$ cat src/sv/pcls_pkg.sv
// Shared types and constants for the linear prime sieve counter.
// No dependencies; imported by every module of the block.
package pcls_pkg;

    // Fixed widths of the stream words.
    localparam int LIMIT_W       = 13;
    localparam int COUNT_W       = 10;
    localparam int S_TDATA_W     = 16;
    localparam int M_TDATA_W     = 16;

    // Default sizing of the sieve.
    localparam int DEF_MAX_LIMIT   = 4096;
    localparam int DEF_PRIME_SLOTS = 564;

    // Smallest number that is ever tested.
    localparam int FIRST_CANDIDATE = 2;

    // Control flags that travel with each number through the cell chain.
    typedef struct packed {
        logic valid;      // slot carries a number or the end marker
        logic eop;        // end marker of the current query
        logic composite;  // some cell found a prime factor
        logic taken;      // a cell already stored this number as a prime
    } tok_ctl_t;

endpackage

$ cat src/sv/pcls_cell.sv
// One sieve cell: holds one prime and its next multiple, tests passing numbers.
// Depends on pcls_pkg.
module pcls_cell #(
    parameter int VAL_W = 13
) (
    input  logic                aclk,
    input  logic                aresetn,
    input  logic                clear,
    input  pcls_pkg::tok_ctl_t  in_ctl,
    input  logic [VAL_W-1:0]    in_val,
    output pcls_pkg::tok_ctl_t  out_ctl,
    output logic [VAL_W-1:0]    out_val
);
    import pcls_pkg::*;

    localparam int MULT_W = VAL_W + 1;

    logic              occ_reg;
    logic [VAL_W-1:0]  prime_reg;
    logic [MULT_W-1:0] mult_reg;
    tok_ctl_t          ctl_reg;
    logic [VAL_W-1:0]  val_reg;

    logic number_in;
    logic hit;
    logic capture;

    assign number_in = in_ctl.valid && !in_ctl.eop;
    assign hit       = number_in && occ_reg && (mult_reg == {1'b0, in_val});
    assign capture   = number_in && !occ_reg && !in_ctl.composite && !in_ctl.taken;

    always_ff @(posedge aclk) begin
        if (!aresetn) begin
            occ_reg <= 1'b0;
            ctl_reg <= '0;
        end else begin
            if (clear) begin
                occ_reg <= 1'b0;
            end else if (capture) begin
                occ_reg <= 1'b1;
            end
            ctl_reg.valid     <= in_ctl.valid;
            ctl_reg.eop       <= in_ctl.eop;
            ctl_reg.composite <= in_ctl.composite | hit;
            ctl_reg.taken     <= in_ctl.taken | capture;
        end
    end

    // The multiple walks up by the prime each time a number equal to it passes.
    always_ff @(posedge aclk) begin
        val_reg <= in_val;
        if (capture) begin
            prime_reg <= in_val;
            mult_reg  <= {in_val, 1'b0};
        end else if (hit) begin
            mult_reg  <= mult_reg + MULT_W'(prime_reg);
        end
    end

    assign out_ctl = ctl_reg;
    assign out_val = val_reg;

endmodule

$ cat config.mk
export PLATFORM = sky130hd
export DESIGN_NAME = pcls_cell
export DESIGN_NICKNAME = d
export VERILOG_FILES = /design/src/sv/pcls_pkg.sv /design/src/sv/pcls_cell.sv
export SDC_FILE = /design/constraint.sdc
export NUM_CORES = 1
export LEC_CHECK = 0
export ABC_CLOCK_PERIOD_IN_PS = 3100
export BUFFER_PORTS_ARGS = -buffer_cell sky130_fd_sc_hd__clkbuf_2
export CAP_MARGIN = 20
export CELL_PAD_IN_SITES_DETAIL_PLACEMENT = 0
export CELL_PAD_IN_SITES_GLOBAL_PLACEMENT = 2
export CORE_MARGIN = 2
export CORE_UTILIZATION = 38
export CTS_BUF_LIST = sky130_fd_sc_hd__clkbuf_2 sky130_fd_sc_hd__clkbuf_4 sky130_fd_sc_hd__clkbuf_8
export DETAILED_ROUTE_END_ITERATION = 7
export HOLD_SLACK_MARGIN = 0.02
export PLACE_DENSITY = 0.86
export SLEW_MARGIN = 20
export SYNTH_ARGS = -nofsm -noshare
export SYNTH_HDL_FRONTEND = slang
export SYNTH_SLANG_ARGS = --single-unit
$ cat constraint.sdc
create_clock -name aclk -period 3.1 [get_ports aclk]
set_input_delay 0.93 -clock aclk [delete_from_list [all_inputs] [get_ports aclk]]
set_output_delay 0.93 -clock aclk [all_outputs]
set_load 0.01 [all_outputs]
==> run metrics <==
status=finished, final reports clean; CP Max Fanout=11; WP data arrival=roughly 2700 ps; post-cts repair resize count=0; Die Width=around 80 um; drt first pass iters=4; ANT cells=0; Setup Total Neg Slack=0 ps; Starting Density=slightly below 40%; top-area cell type share of the netlist area=~36%; clock skew=between 3 and 4 ps; Syn. warnings=0; critical path's slowest cell=nor4bb_1; antenna violations before repair=0; VDD IR max=0.222 mV; Tot GR Track Use=15.3%; Max-cap violations=0; clock slew seen by the registers of the worst setup and hold paths=~80 ps; IO Pins=37; CTS root buf=clkbuf_8; post-synthesis cell type count=43; syn_area_per_cell=11.8 um2; Synth area leaders=edfxtp_1 (36%), dfxtp_1 (18%), ha_1 (7.5%); Antenna Nets Post-Route=0; CP Class=input pin to register; CTS tree=built; ratio of cells with drive above 1 in the final layout=23.7%; HPWL Detailed=3400 um; min Tclk post-route=between 2000 and 3000 ps; Top Family by Delay on Critical Path=simple AND/OR/NAND/NOR gates; fmax=393 MHz; postcts setup bufs=0; Startpoint Class=input pin; final hold vios=0; H-tree Lvls=2; CP bufs+invs=3; row cnt=27; Final Max Slew Viols=0; area delta synth->final=17.4%; DIE AREA=6330 um2; Die Ht=around 80 um; pre-CTS WS=284 ps; final net count=between 200 and 300; Overflow after GRT=0; most common flop cell mapped by yosys=edfxtp_1; Max Buffers Root-to-Sink=2; post-synthesis net count=around 220; worst path required time=roughly 3200 ps; total power=between 1 and 1.5 mW; worst skew pair latency=300 ps; Leakage=~1.1 nW; EDFF count, synth=26; CP Capture Type=register; Final Wtd Congestion=between 0.8 and 0.9; first-pass GRT wire length=roughly 7300 um; most frequent cells after synthesis=edfxtp_1 (26), dfxtp_1 (19), ha_1 (13), nand2_1 (13), xnor2_1 (13); CTS Sinks=45; RSZ-0062 raised after global routing=false; Core Box Area=5510 um2; Cell Area, Synth=around 2200 um2; Worst Max-Slew Pin Slew=419 ps; Hold WC Path Type=register to register; mean routed wirelength per cell=15.1 um; hold buffer count at CTS=0; top cell type by total area after synthesis=edfxtp_1; CP cell instances=clkbuf_2 -> nor4bb_1 -> nand4_1 -> nor4_4 -> buf_4 -> inv_2 -> o31ai_2; slew margin rel.=71.7%; Setup-failing EPs final=0; final core occ=46.2%; max reg flops=14; post-route setup slack=around 560 ps; largest net degree at the start of global routing=29; fin crit share=between 80% and 90%; Total Wirelength=between 4000 and 5000 um; count leader, synth=edfxtp_1; slowest stage delay, CP=420 ps; Power Dens Cells=between 400 and 500 nW/um2; number of synthesized register bits=45; initial DRC count=53; post-synthesis sequential area ratio=a little over half; via count=1542; Post-synth ARST share=0%; Port Buffers=36; vias in the first global route=around 1500; drc violations=0; TritonCTS buffer count=5; Post-Synthesis Cells=approximately 180; vias per cell=a little over 5
==> per-layer routing <==
layer	wire (um)	global-route usage [%]	part of all wire, %
met2	2070	23.9	46
met4	65	5.17	1.4
met1	2130	20.5	47
met3	248	4.19	5.5
met5	0	0	0
==> cell type report <==
cell class                 count  area [um2]
clock buffer                   8        91.3
fill                         530        2960
inverter                       8        30.0
multi-input combinational    128         971
sequential                    45        1160
tap                           72        90.1
timing repair buffer          39         203
==> logic make-up (layout without fill, tap and decap cells) <==
group                    count (synthesis)  after routing  share of synthesized area [%]
AND/OR/NAND/NOR                         52             52                           14.2
AO/OA/AOI/OAI                           46             46                           15.3
flip-flops                              45             45                           53.5
XOR/XNOR                                16             16                           6.46
adder cells (fa/ha/maj)                 14             14                           8.42
buffers and inverters                   10             55                           2.08
==> tightest hold or removal path: cells and delay by family, from the launching register on <==
kind	cells	cell delay, ps
flops	1	340
compound gates	1	60
simple gates	1	70
==> layout by cell type, fill, tap and decap left out, drive strengths merged, types with 2 or more instances in the layout <==
cell,instances
a211o,2
a21o,4
a21oi,7
a32o,3
and2,4
buf,3
clkbuf,44
dfxtp,19
edfxtp,26
ha,13
inv,8
nand2,13
nand2b,6
nand3,3
nand4,3
nor2,6
nor3,3
nor4,3
o211a,3
o211ai,2
o21a,5
o21ai,12
o21bai,2
o31ai,2
or3,4
xnor2,13
xor2,3
==> final timing paths <==
path                                               start                  endpoint  slack (ps)  cells after the start
worst max-delay path                           in_ctl[3]     mult_reg[6]$_DFFE_PP_         560                      7
worst min-delay path            mult_reg[0]$_SDFFE_PP0P_  mult_reg[0]$_SDFFE_PP0P_         520                      2
worst max register to register    prime_reg[0]$_DFFE_PP_    mult_reg[10]$_DFFE_PP_         710                      9
worst min register to register  mult_reg[0]$_SDFFE_PP0P_  mult_reg[0]$_SDFFE_PP0P_         520                      2
==> stage by stage <==
step | hold WS (ps) | instance area, um2 | instances
2_1_floorplan | 479 | 2170 | 183
3_3_place_gp | 497 | 2450 | 292
4_1_cts | 519 | 2550 | 300
3_5_place_dp | 506 | 2450 | 292
6_report | 518 | 2550 | 300
5_1_grt | 569 | 2550 | 300
==> report_power, final <==
part	leakage (nW)	total [mW]	internal, mW	switching [mW]
registers	0.422	0.650	0.645	0.00468
logic	0.646	0.0788	0.0336	0.0452
clock network	0.0498	0.381	0.187	0.195
(Power assumes the default switching activity.)
