<file path="src/sv/pcls_pkg.sv">
// Shared types and constants for the linear prime sieve counter.
// No dependencies; imported by every module of the block.
package pcls_pkg;

    // Fixed widths of the stream words.
    localparam int LIMIT_W       = 13;
    localparam int COUNT_W       = 10;
    localparam int S_TDATA_W     = 16;
    localparam int M_TDATA_W     = 16;

    // Default sizing of the sieve.
    localparam int DEF_MAX_LIMIT   = 4096;
    localparam int DEF_PRIME_SLOTS = 564;

    // Smallest number that is ever tested.
    localparam int FIRST_CANDIDATE = 2;

    // Control flags that travel with each number through the cell chain.
    typedef struct packed {
        logic valid;      // slot carries a number or the end marker
        logic eop;        // end marker of the current query
        logic composite;  // some cell found a prime factor
        logic taken;      // a cell already stored this number as a prime
    } tok_ctl_t;

endpackage

</file>
<file path="src/sv/pcls_ctrl.sv">
// Query sequencer: feeds numbers into the cell chain and counts primes at its tail.
// Depends on pcls_pkg.
module pcls_ctrl #(
    parameter int MAX_LIMIT   = pcls_pkg::DEF_MAX_LIMIT,
    parameter int PRIME_SLOTS = pcls_pkg::DEF_PRIME_SLOTS,
    parameter int VAL_W       = 13
) (
    input  logic                          aclk,
    input  logic                          aresetn,
    input  logic                          in_valid,
    output logic                          in_ready,
    input  logic [pcls_pkg::LIMIT_W-1:0]  in_limit,
    output logic                          out_valid,
    input  logic                          out_ready,
    output logic [pcls_pkg::COUNT_W-1:0]  out_count,
    output logic                          clear,
    output pcls_pkg::tok_ctl_t            feed_ctl,
    output logic [VAL_W-1:0]              feed_val,
    input  pcls_pkg::tok_ctl_t            tail_ctl
);
    import pcls_pkg::*;

    localparam int CNT_W = $clog2(PRIME_SLOTS + 1);

    typedef enum logic [1:0] {
        ST_IDLE,
        ST_FEED,
        ST_DRAIN,
        ST_DONE
    } state_t;

    state_t            state_reg;
    logic [VAL_W-1:0]  lim_reg;
    logic [VAL_W-1:0]  num_reg;
    logic [CNT_W-1:0]  cnt_reg;
    tok_ctl_t          feed_ctl_reg;
    tok_ctl_t          feed_ctl_next;
    logic [VAL_W-1:0]  feed_val_reg;
    logic              out_valid_reg;
    logic [COUNT_W-1:0] out_count_reg;

    logic             accept;
    logic             load_result;
    logic [VAL_W-1:0] lim_clamped;
    logic             tail_prime;

    assign in_ready = (state_reg == ST_IDLE);
    assign accept   = in_valid && in_ready;
    assign clear    = accept;

    // The finished count moves into the output register once the previous
    // word has gone or is leaving in this cycle.
    assign load_result = (state_reg == ST_DONE) && (!out_valid_reg || out_ready);

    // Limits above the sieve size behave as the sieve size.
    assign lim_clamped = (32'(in_limit) > 32'(MAX_LIMIT)) ? VAL_W'(MAX_LIMIT)
                                                         : VAL_W'(in_limit);

    assign tail_prime = tail_ctl.valid && !tail_ctl.eop && !tail_ctl.composite;

    // While feeding, each cycle sends a number below the limit; the final slot,
    // after the last number, carries the end marker.
    always_comb begin
        feed_ctl_next = '0;
        if (state_reg == ST_FEED) begin
            feed_ctl_next.valid = 1'b1;
            feed_ctl_next.eop   = !(num_reg < lim_reg);
        end
    end

    always_ff @(posedge aclk) begin
        if (!aresetn) begin
            state_reg     <= ST_IDLE;
            feed_ctl_reg  <= '0;
            out_valid_reg <= 1'b0;
            cnt_reg       <= '0;
        end else begin
            feed_ctl_reg <= feed_ctl_next;
            if (load_result) begin
                out_valid_reg <= 1'b1;
                out_count_reg <= COUNT_W'(cnt_reg);
            end else if (out_valid_reg && out_ready) begin
                out_valid_reg <= 1'b0;
            end
            // Count stops at the number of cells, like a full prime list.
            if (accept) begin
                cnt_reg <= '0;
            end else if (tail_prime && (cnt_reg != CNT_W'(PRIME_SLOTS))) begin
                cnt_reg <= cnt_reg + 1'b1;
            end
            unique case (state_reg)
                ST_IDLE: begin
                    if (accept) begin
                        lim_reg   <= lim_clamped;
                        num_reg   <= VAL_W'(FIRST_CANDIDATE);
                        state_reg <= ST_FEED;
                    end
                end
                ST_FEED: begin
                    feed_val_reg <= num_reg;
                    if (num_reg < lim_reg) begin
                        num_reg <= num_reg + 1'b1;
                    end else begin
                        state_reg <= ST_DRAIN;
                    end
                end
                ST_DRAIN: begin
                    if (tail_ctl.valid && tail_ctl.eop) begin
                        state_reg <= ST_DONE;
                    end
                end
                ST_DONE: begin
                    if (load_result) begin
                        state_reg <= ST_IDLE;
                    end
                end
                default: begin
                    state_reg <= ST_IDLE;
                end
            endcase
        end
    end

    assign feed_ctl  = feed_ctl_reg;
    assign feed_val  = feed_val_reg;
    assign out_valid = out_valid_reg;
    assign out_count = out_count_reg;

endmodule

</file>
<file path="config.mk">
export PLATFORM = sky130hd
export DESIGN_NAME = pcls_ctrl
export DESIGN_NICKNAME = d
export VERILOG_FILES = /design/src/sv/pcls_pkg.sv /design/src/sv/pcls_ctrl.sv
export SDC_FILE = /design/constraint.sdc
export NUM_CORES = 1
export LEC_CHECK = 0
export ABC_AREA = 1
export BUFFER_PORTS_ARGS = -buffer_cell sky130_fd_sc_hd__buf_4
export CELL_PAD_IN_SITES_DETAIL_PLACEMENT = 0
export CELL_PAD_IN_SITES_GLOBAL_PLACEMENT = 1
export CORE_MARGIN = 10
export CORE_UTILIZATION = 35
export CTS_CLUSTER_SIZE = 12
export DETAILED_ROUTE_END_ITERATION = 12
export PLACE_DENSITY = 0.71
export REMOVE_ABC_BUFFERS = 1
export SLEW_MARGIN = 20
export SYNTH_ARGS = -nofsm -noshare
export SYNTH_HDL_FRONTEND = slang
export SYNTH_SLANG_ARGS = --single-unit
export TNS_END_PERCENT = 1
</file>
<file path="constraint.sdc">
create_clock -name aclk -period 2.5 [get_ports aclk]
set_input_delay 0.75 -clock aclk [delete_from_list [all_inputs] [get_ports aclk]]
set_output_delay 0.75 -clock aclk [all_outputs]
set_load 0.1 [all_outputs]
</file>
==> results.json <==
{
  "outcome": "completed",
  "total_power_w": 0.00359,
  "nFillCells": 861,
  "antenna_cells": 0,
  "multi_input_area_um2": 1020,
  "grt_max_degree": 14,
  "layout-drive-gt1-share": 0.186,
  "coreArea_um2": 8640,
  "r2r-end": "num_reg[0]",
  "syn-cell-area_um2": 3060,
  "grt_pass1_wl_mm": 9.84,
  "antenna_found_initial": 0,
  "cts_tree": "built",
  "clock.fmax_ghz": 0.437,
  "die_height_um": 114,
  "crit_path_start": "state_reg[1]",
  "end_kind": "output port",
  "viasPerCell": 4.52,
  "yosys-top-cells-area": "edfxtp_1 48%, dfxtp_1 9.8%, ha_1 7.8%, inv_1 7.5%, nand2_1 7.2%",
  "synth_edf_count": 49,
  "start_util": 0.355,
  "worstPathRequired_ns": 1.75,
  "pin_count": 51,
  "setup_tns_ns": 0,
  "yosysTopAreaCellShare": 0.480,
  "ff2ff_setup_slack_ns": 0.32,
  "grt_pass1_vias": 2087,
  "fin_nets": 417,
  "finClkSkew_ns": 0.0131,
  "drt-pass1-iter-count": 4,
  "worstHoldStart": "cnt_reg[8]",
  "ir_drop_v": 0.000418,
  "placementRows": 34,
  "crit_fanout": 5,
  "powerDensity_nw_per_um2": 964,
  "synth-xor-area-share": 0.0200,
  "h-tree-depth": 3,
  "synth_most_common_cell": "inv_1",
  "overflow": 0,
  "post_cts_buffers": 0,
  "min_period_over_period": 0.916,
  "rsz0062_at_grt": "false",
  "whs_path_depth": 2,
  "post_drt_wl_per_cell_um": 12.2,
  "routed_wl_mm": 5.99,
  "clk_latency_ns": 0.34,
  "cts-resized-gates": 0,
  "synthMuxAreaShare": 0,
  "cts_root_buf": "clkbuf_8",
  "ys_types": 25,
  "pwr-share-comb": 0.347,
  "die_w_um": 114,
  "synthAdderAreaFrac": 0.0776,
  "vias": 2213,
  "seqCellArea_um2": 1770,
  "cts-hold-fix-buffers": 0,
  "remaining_drc_errors": 0,
  "syn_area_per_cell_um2": 9.54,
  "period_needed_ns": 2.29,
  "clkPwrFrac": 0.238,
  "synth_top_family_by_area": "simple AND/OR/NAND/NOR gates",
  "slew_viol_final": 0,
  "numPortBuffers": 47,
  "drtIter0Drc": 63,
  "ys_ff_latch": 64,
  "ctsLongestPathBuffers": 2,
  "synth_seq_area_share": 0.578,
  "die-area_um2": 12900,
  "drv_cap": 0,
  "cts_buffers": 9,
  "dp_hpwl_mm": 4.60,
  "path_clk_slew_ns": 0.07,
  "post-synth-top-area-cell": "edfxtp_1",
  "min_path_type": "flip-flop to flip-flop",
  "power.net_switching_w": 0.00144,
  "gp_congestion": 0.783,
  "syn_to_final_growth_pct": 21.7,
  "synthSimpleGateAreaFrac": 0.171,
  "switching_share": 0.402,
  "ys_warn_count": 0,
  "worstSetupStartpointType": "flip-flop",
  "cts.sinks": 64,
  "grt.total_usage": 0.0951,
  "worstReg2RegStart": "num_reg[8]",
  "p_int_w": 0.00215,
  "ys_top_cells_by_count": "61 x inv_1, 59 x nand2_1, 49 x edfxtp_1",
  "crit_type": "flip-flop to output port",
  "synthFlopType": "edfxtp_1",
  "p_seq_frac": 0.415,
  "hold_viol_final": 0,
  "arrival_ns": 1.54,
  "finalSetupViolCount": 0,
  "ant_nets": 0,
  "ys_async_sr_fraction": 0,
  "synth_compound_area_frac": 0.0637,
  "min_to": "cnt_reg[8]",
  "p_leak_nw": 1.60,
  "worst-r2r-cell-count": 9,
  "synthCells": 321
}
## cells in the final DEF, fill, tap and decap left out, types with 2 or more instances in the layout
cell type / n
a21oi_1: 25
buf_4: 50
clkbuf_8: 9
clkinv_2: 3
conb_1: 2
dfxtp_1: 15
edfxtp_1: 49
ha_1: 19
inv_1: 61
nand2_1: 59
nand3_1: 12
nand4_1: 7
nor2_1: 36
nor2_2: 2
nor3_1: 4
o21ai_0: 11
xnor2_1: 3
xor2_1: 4
## per-layer routing
metal	track usage	wire, um	vias to the layer above
met2	0.150	2830	51
met5	0	0	-
met4	0.0482	97	0
met1	0.108	2650	999
met3	0.0404	408	10
li1	-	-	1153
## final cells by class
type,count,share of cell area
Inverter,62,0.0624
Clock buffer,10,0.0342
Sequential cell,64,0.475
Tap cell,108,0.0362
Clock inverter,6,0.0164
Multi-Input combinational cell,190,0.275
Timing Repair Buffer,50,0.101
## how the worst max path moves through the flow
stage / end / cells past startpoint / slack [ns]
6_report: clear / 5 / 0.21
5_1_grt: num_reg[1] / 9 / 0.07
4_1_cts: clear / 5 / 0.18
3_5_place_dp: num_reg[12] / 9 / 0.32
3_3_place_gp: num_reg[12] / 9 / 0.36
2_1_floorplan: clear / 4 / -0.29
## power groups by stage
stage | clock [W] | combinational (W) | sequential, W
finish | 0.000854 | 0.00125 | 0.00149
detailed placement | 0 | 0.00126 | 0.00152
floorplan | 0 | 0.000654 | 0.00181
global placement | 0 | 0.00124 | 0.00151
global route | 0.000926 | 0.00137 | 0.00151
CTS | 0.000881 | 0.00126 | 0.00149
## logic make-up after synthesis
logic type	Yosys count
fa+ha+maj	19
simple gates	124
other cells	1
xor+xnor	7
buf+inv	68
flops	64
compound gates	38
## critical path, cell delays in order, from the launching register on
cell and delay [ns]:
dfxtp_1 0.34, inv_1 0.10, ha_1 0.25, nand2_1 0.10, inv_1 0.11, buf_4 0.30
## through the flow
stage | area, um^2 | hold slack (ns) | std cells | setup WS, ns | utilization
floorplan | 3030 | 0.453 | 316 | -0.292 | -
global placement | 3540 | 0.483 | 474 | 0.363 | 0.410
detailed placement | 3540 | 0.483 | 474 | 0.323 | 0.410
CTS | 3730 | 0.505 | 490 | 0.177 | 0.432
global route | 3730 | 0.534 | 490 | 0.0691 | 0.432
finish | 3730 | 0.502 | 490 | 0.211 | 0.432
(Power assumes the default switching activity.)
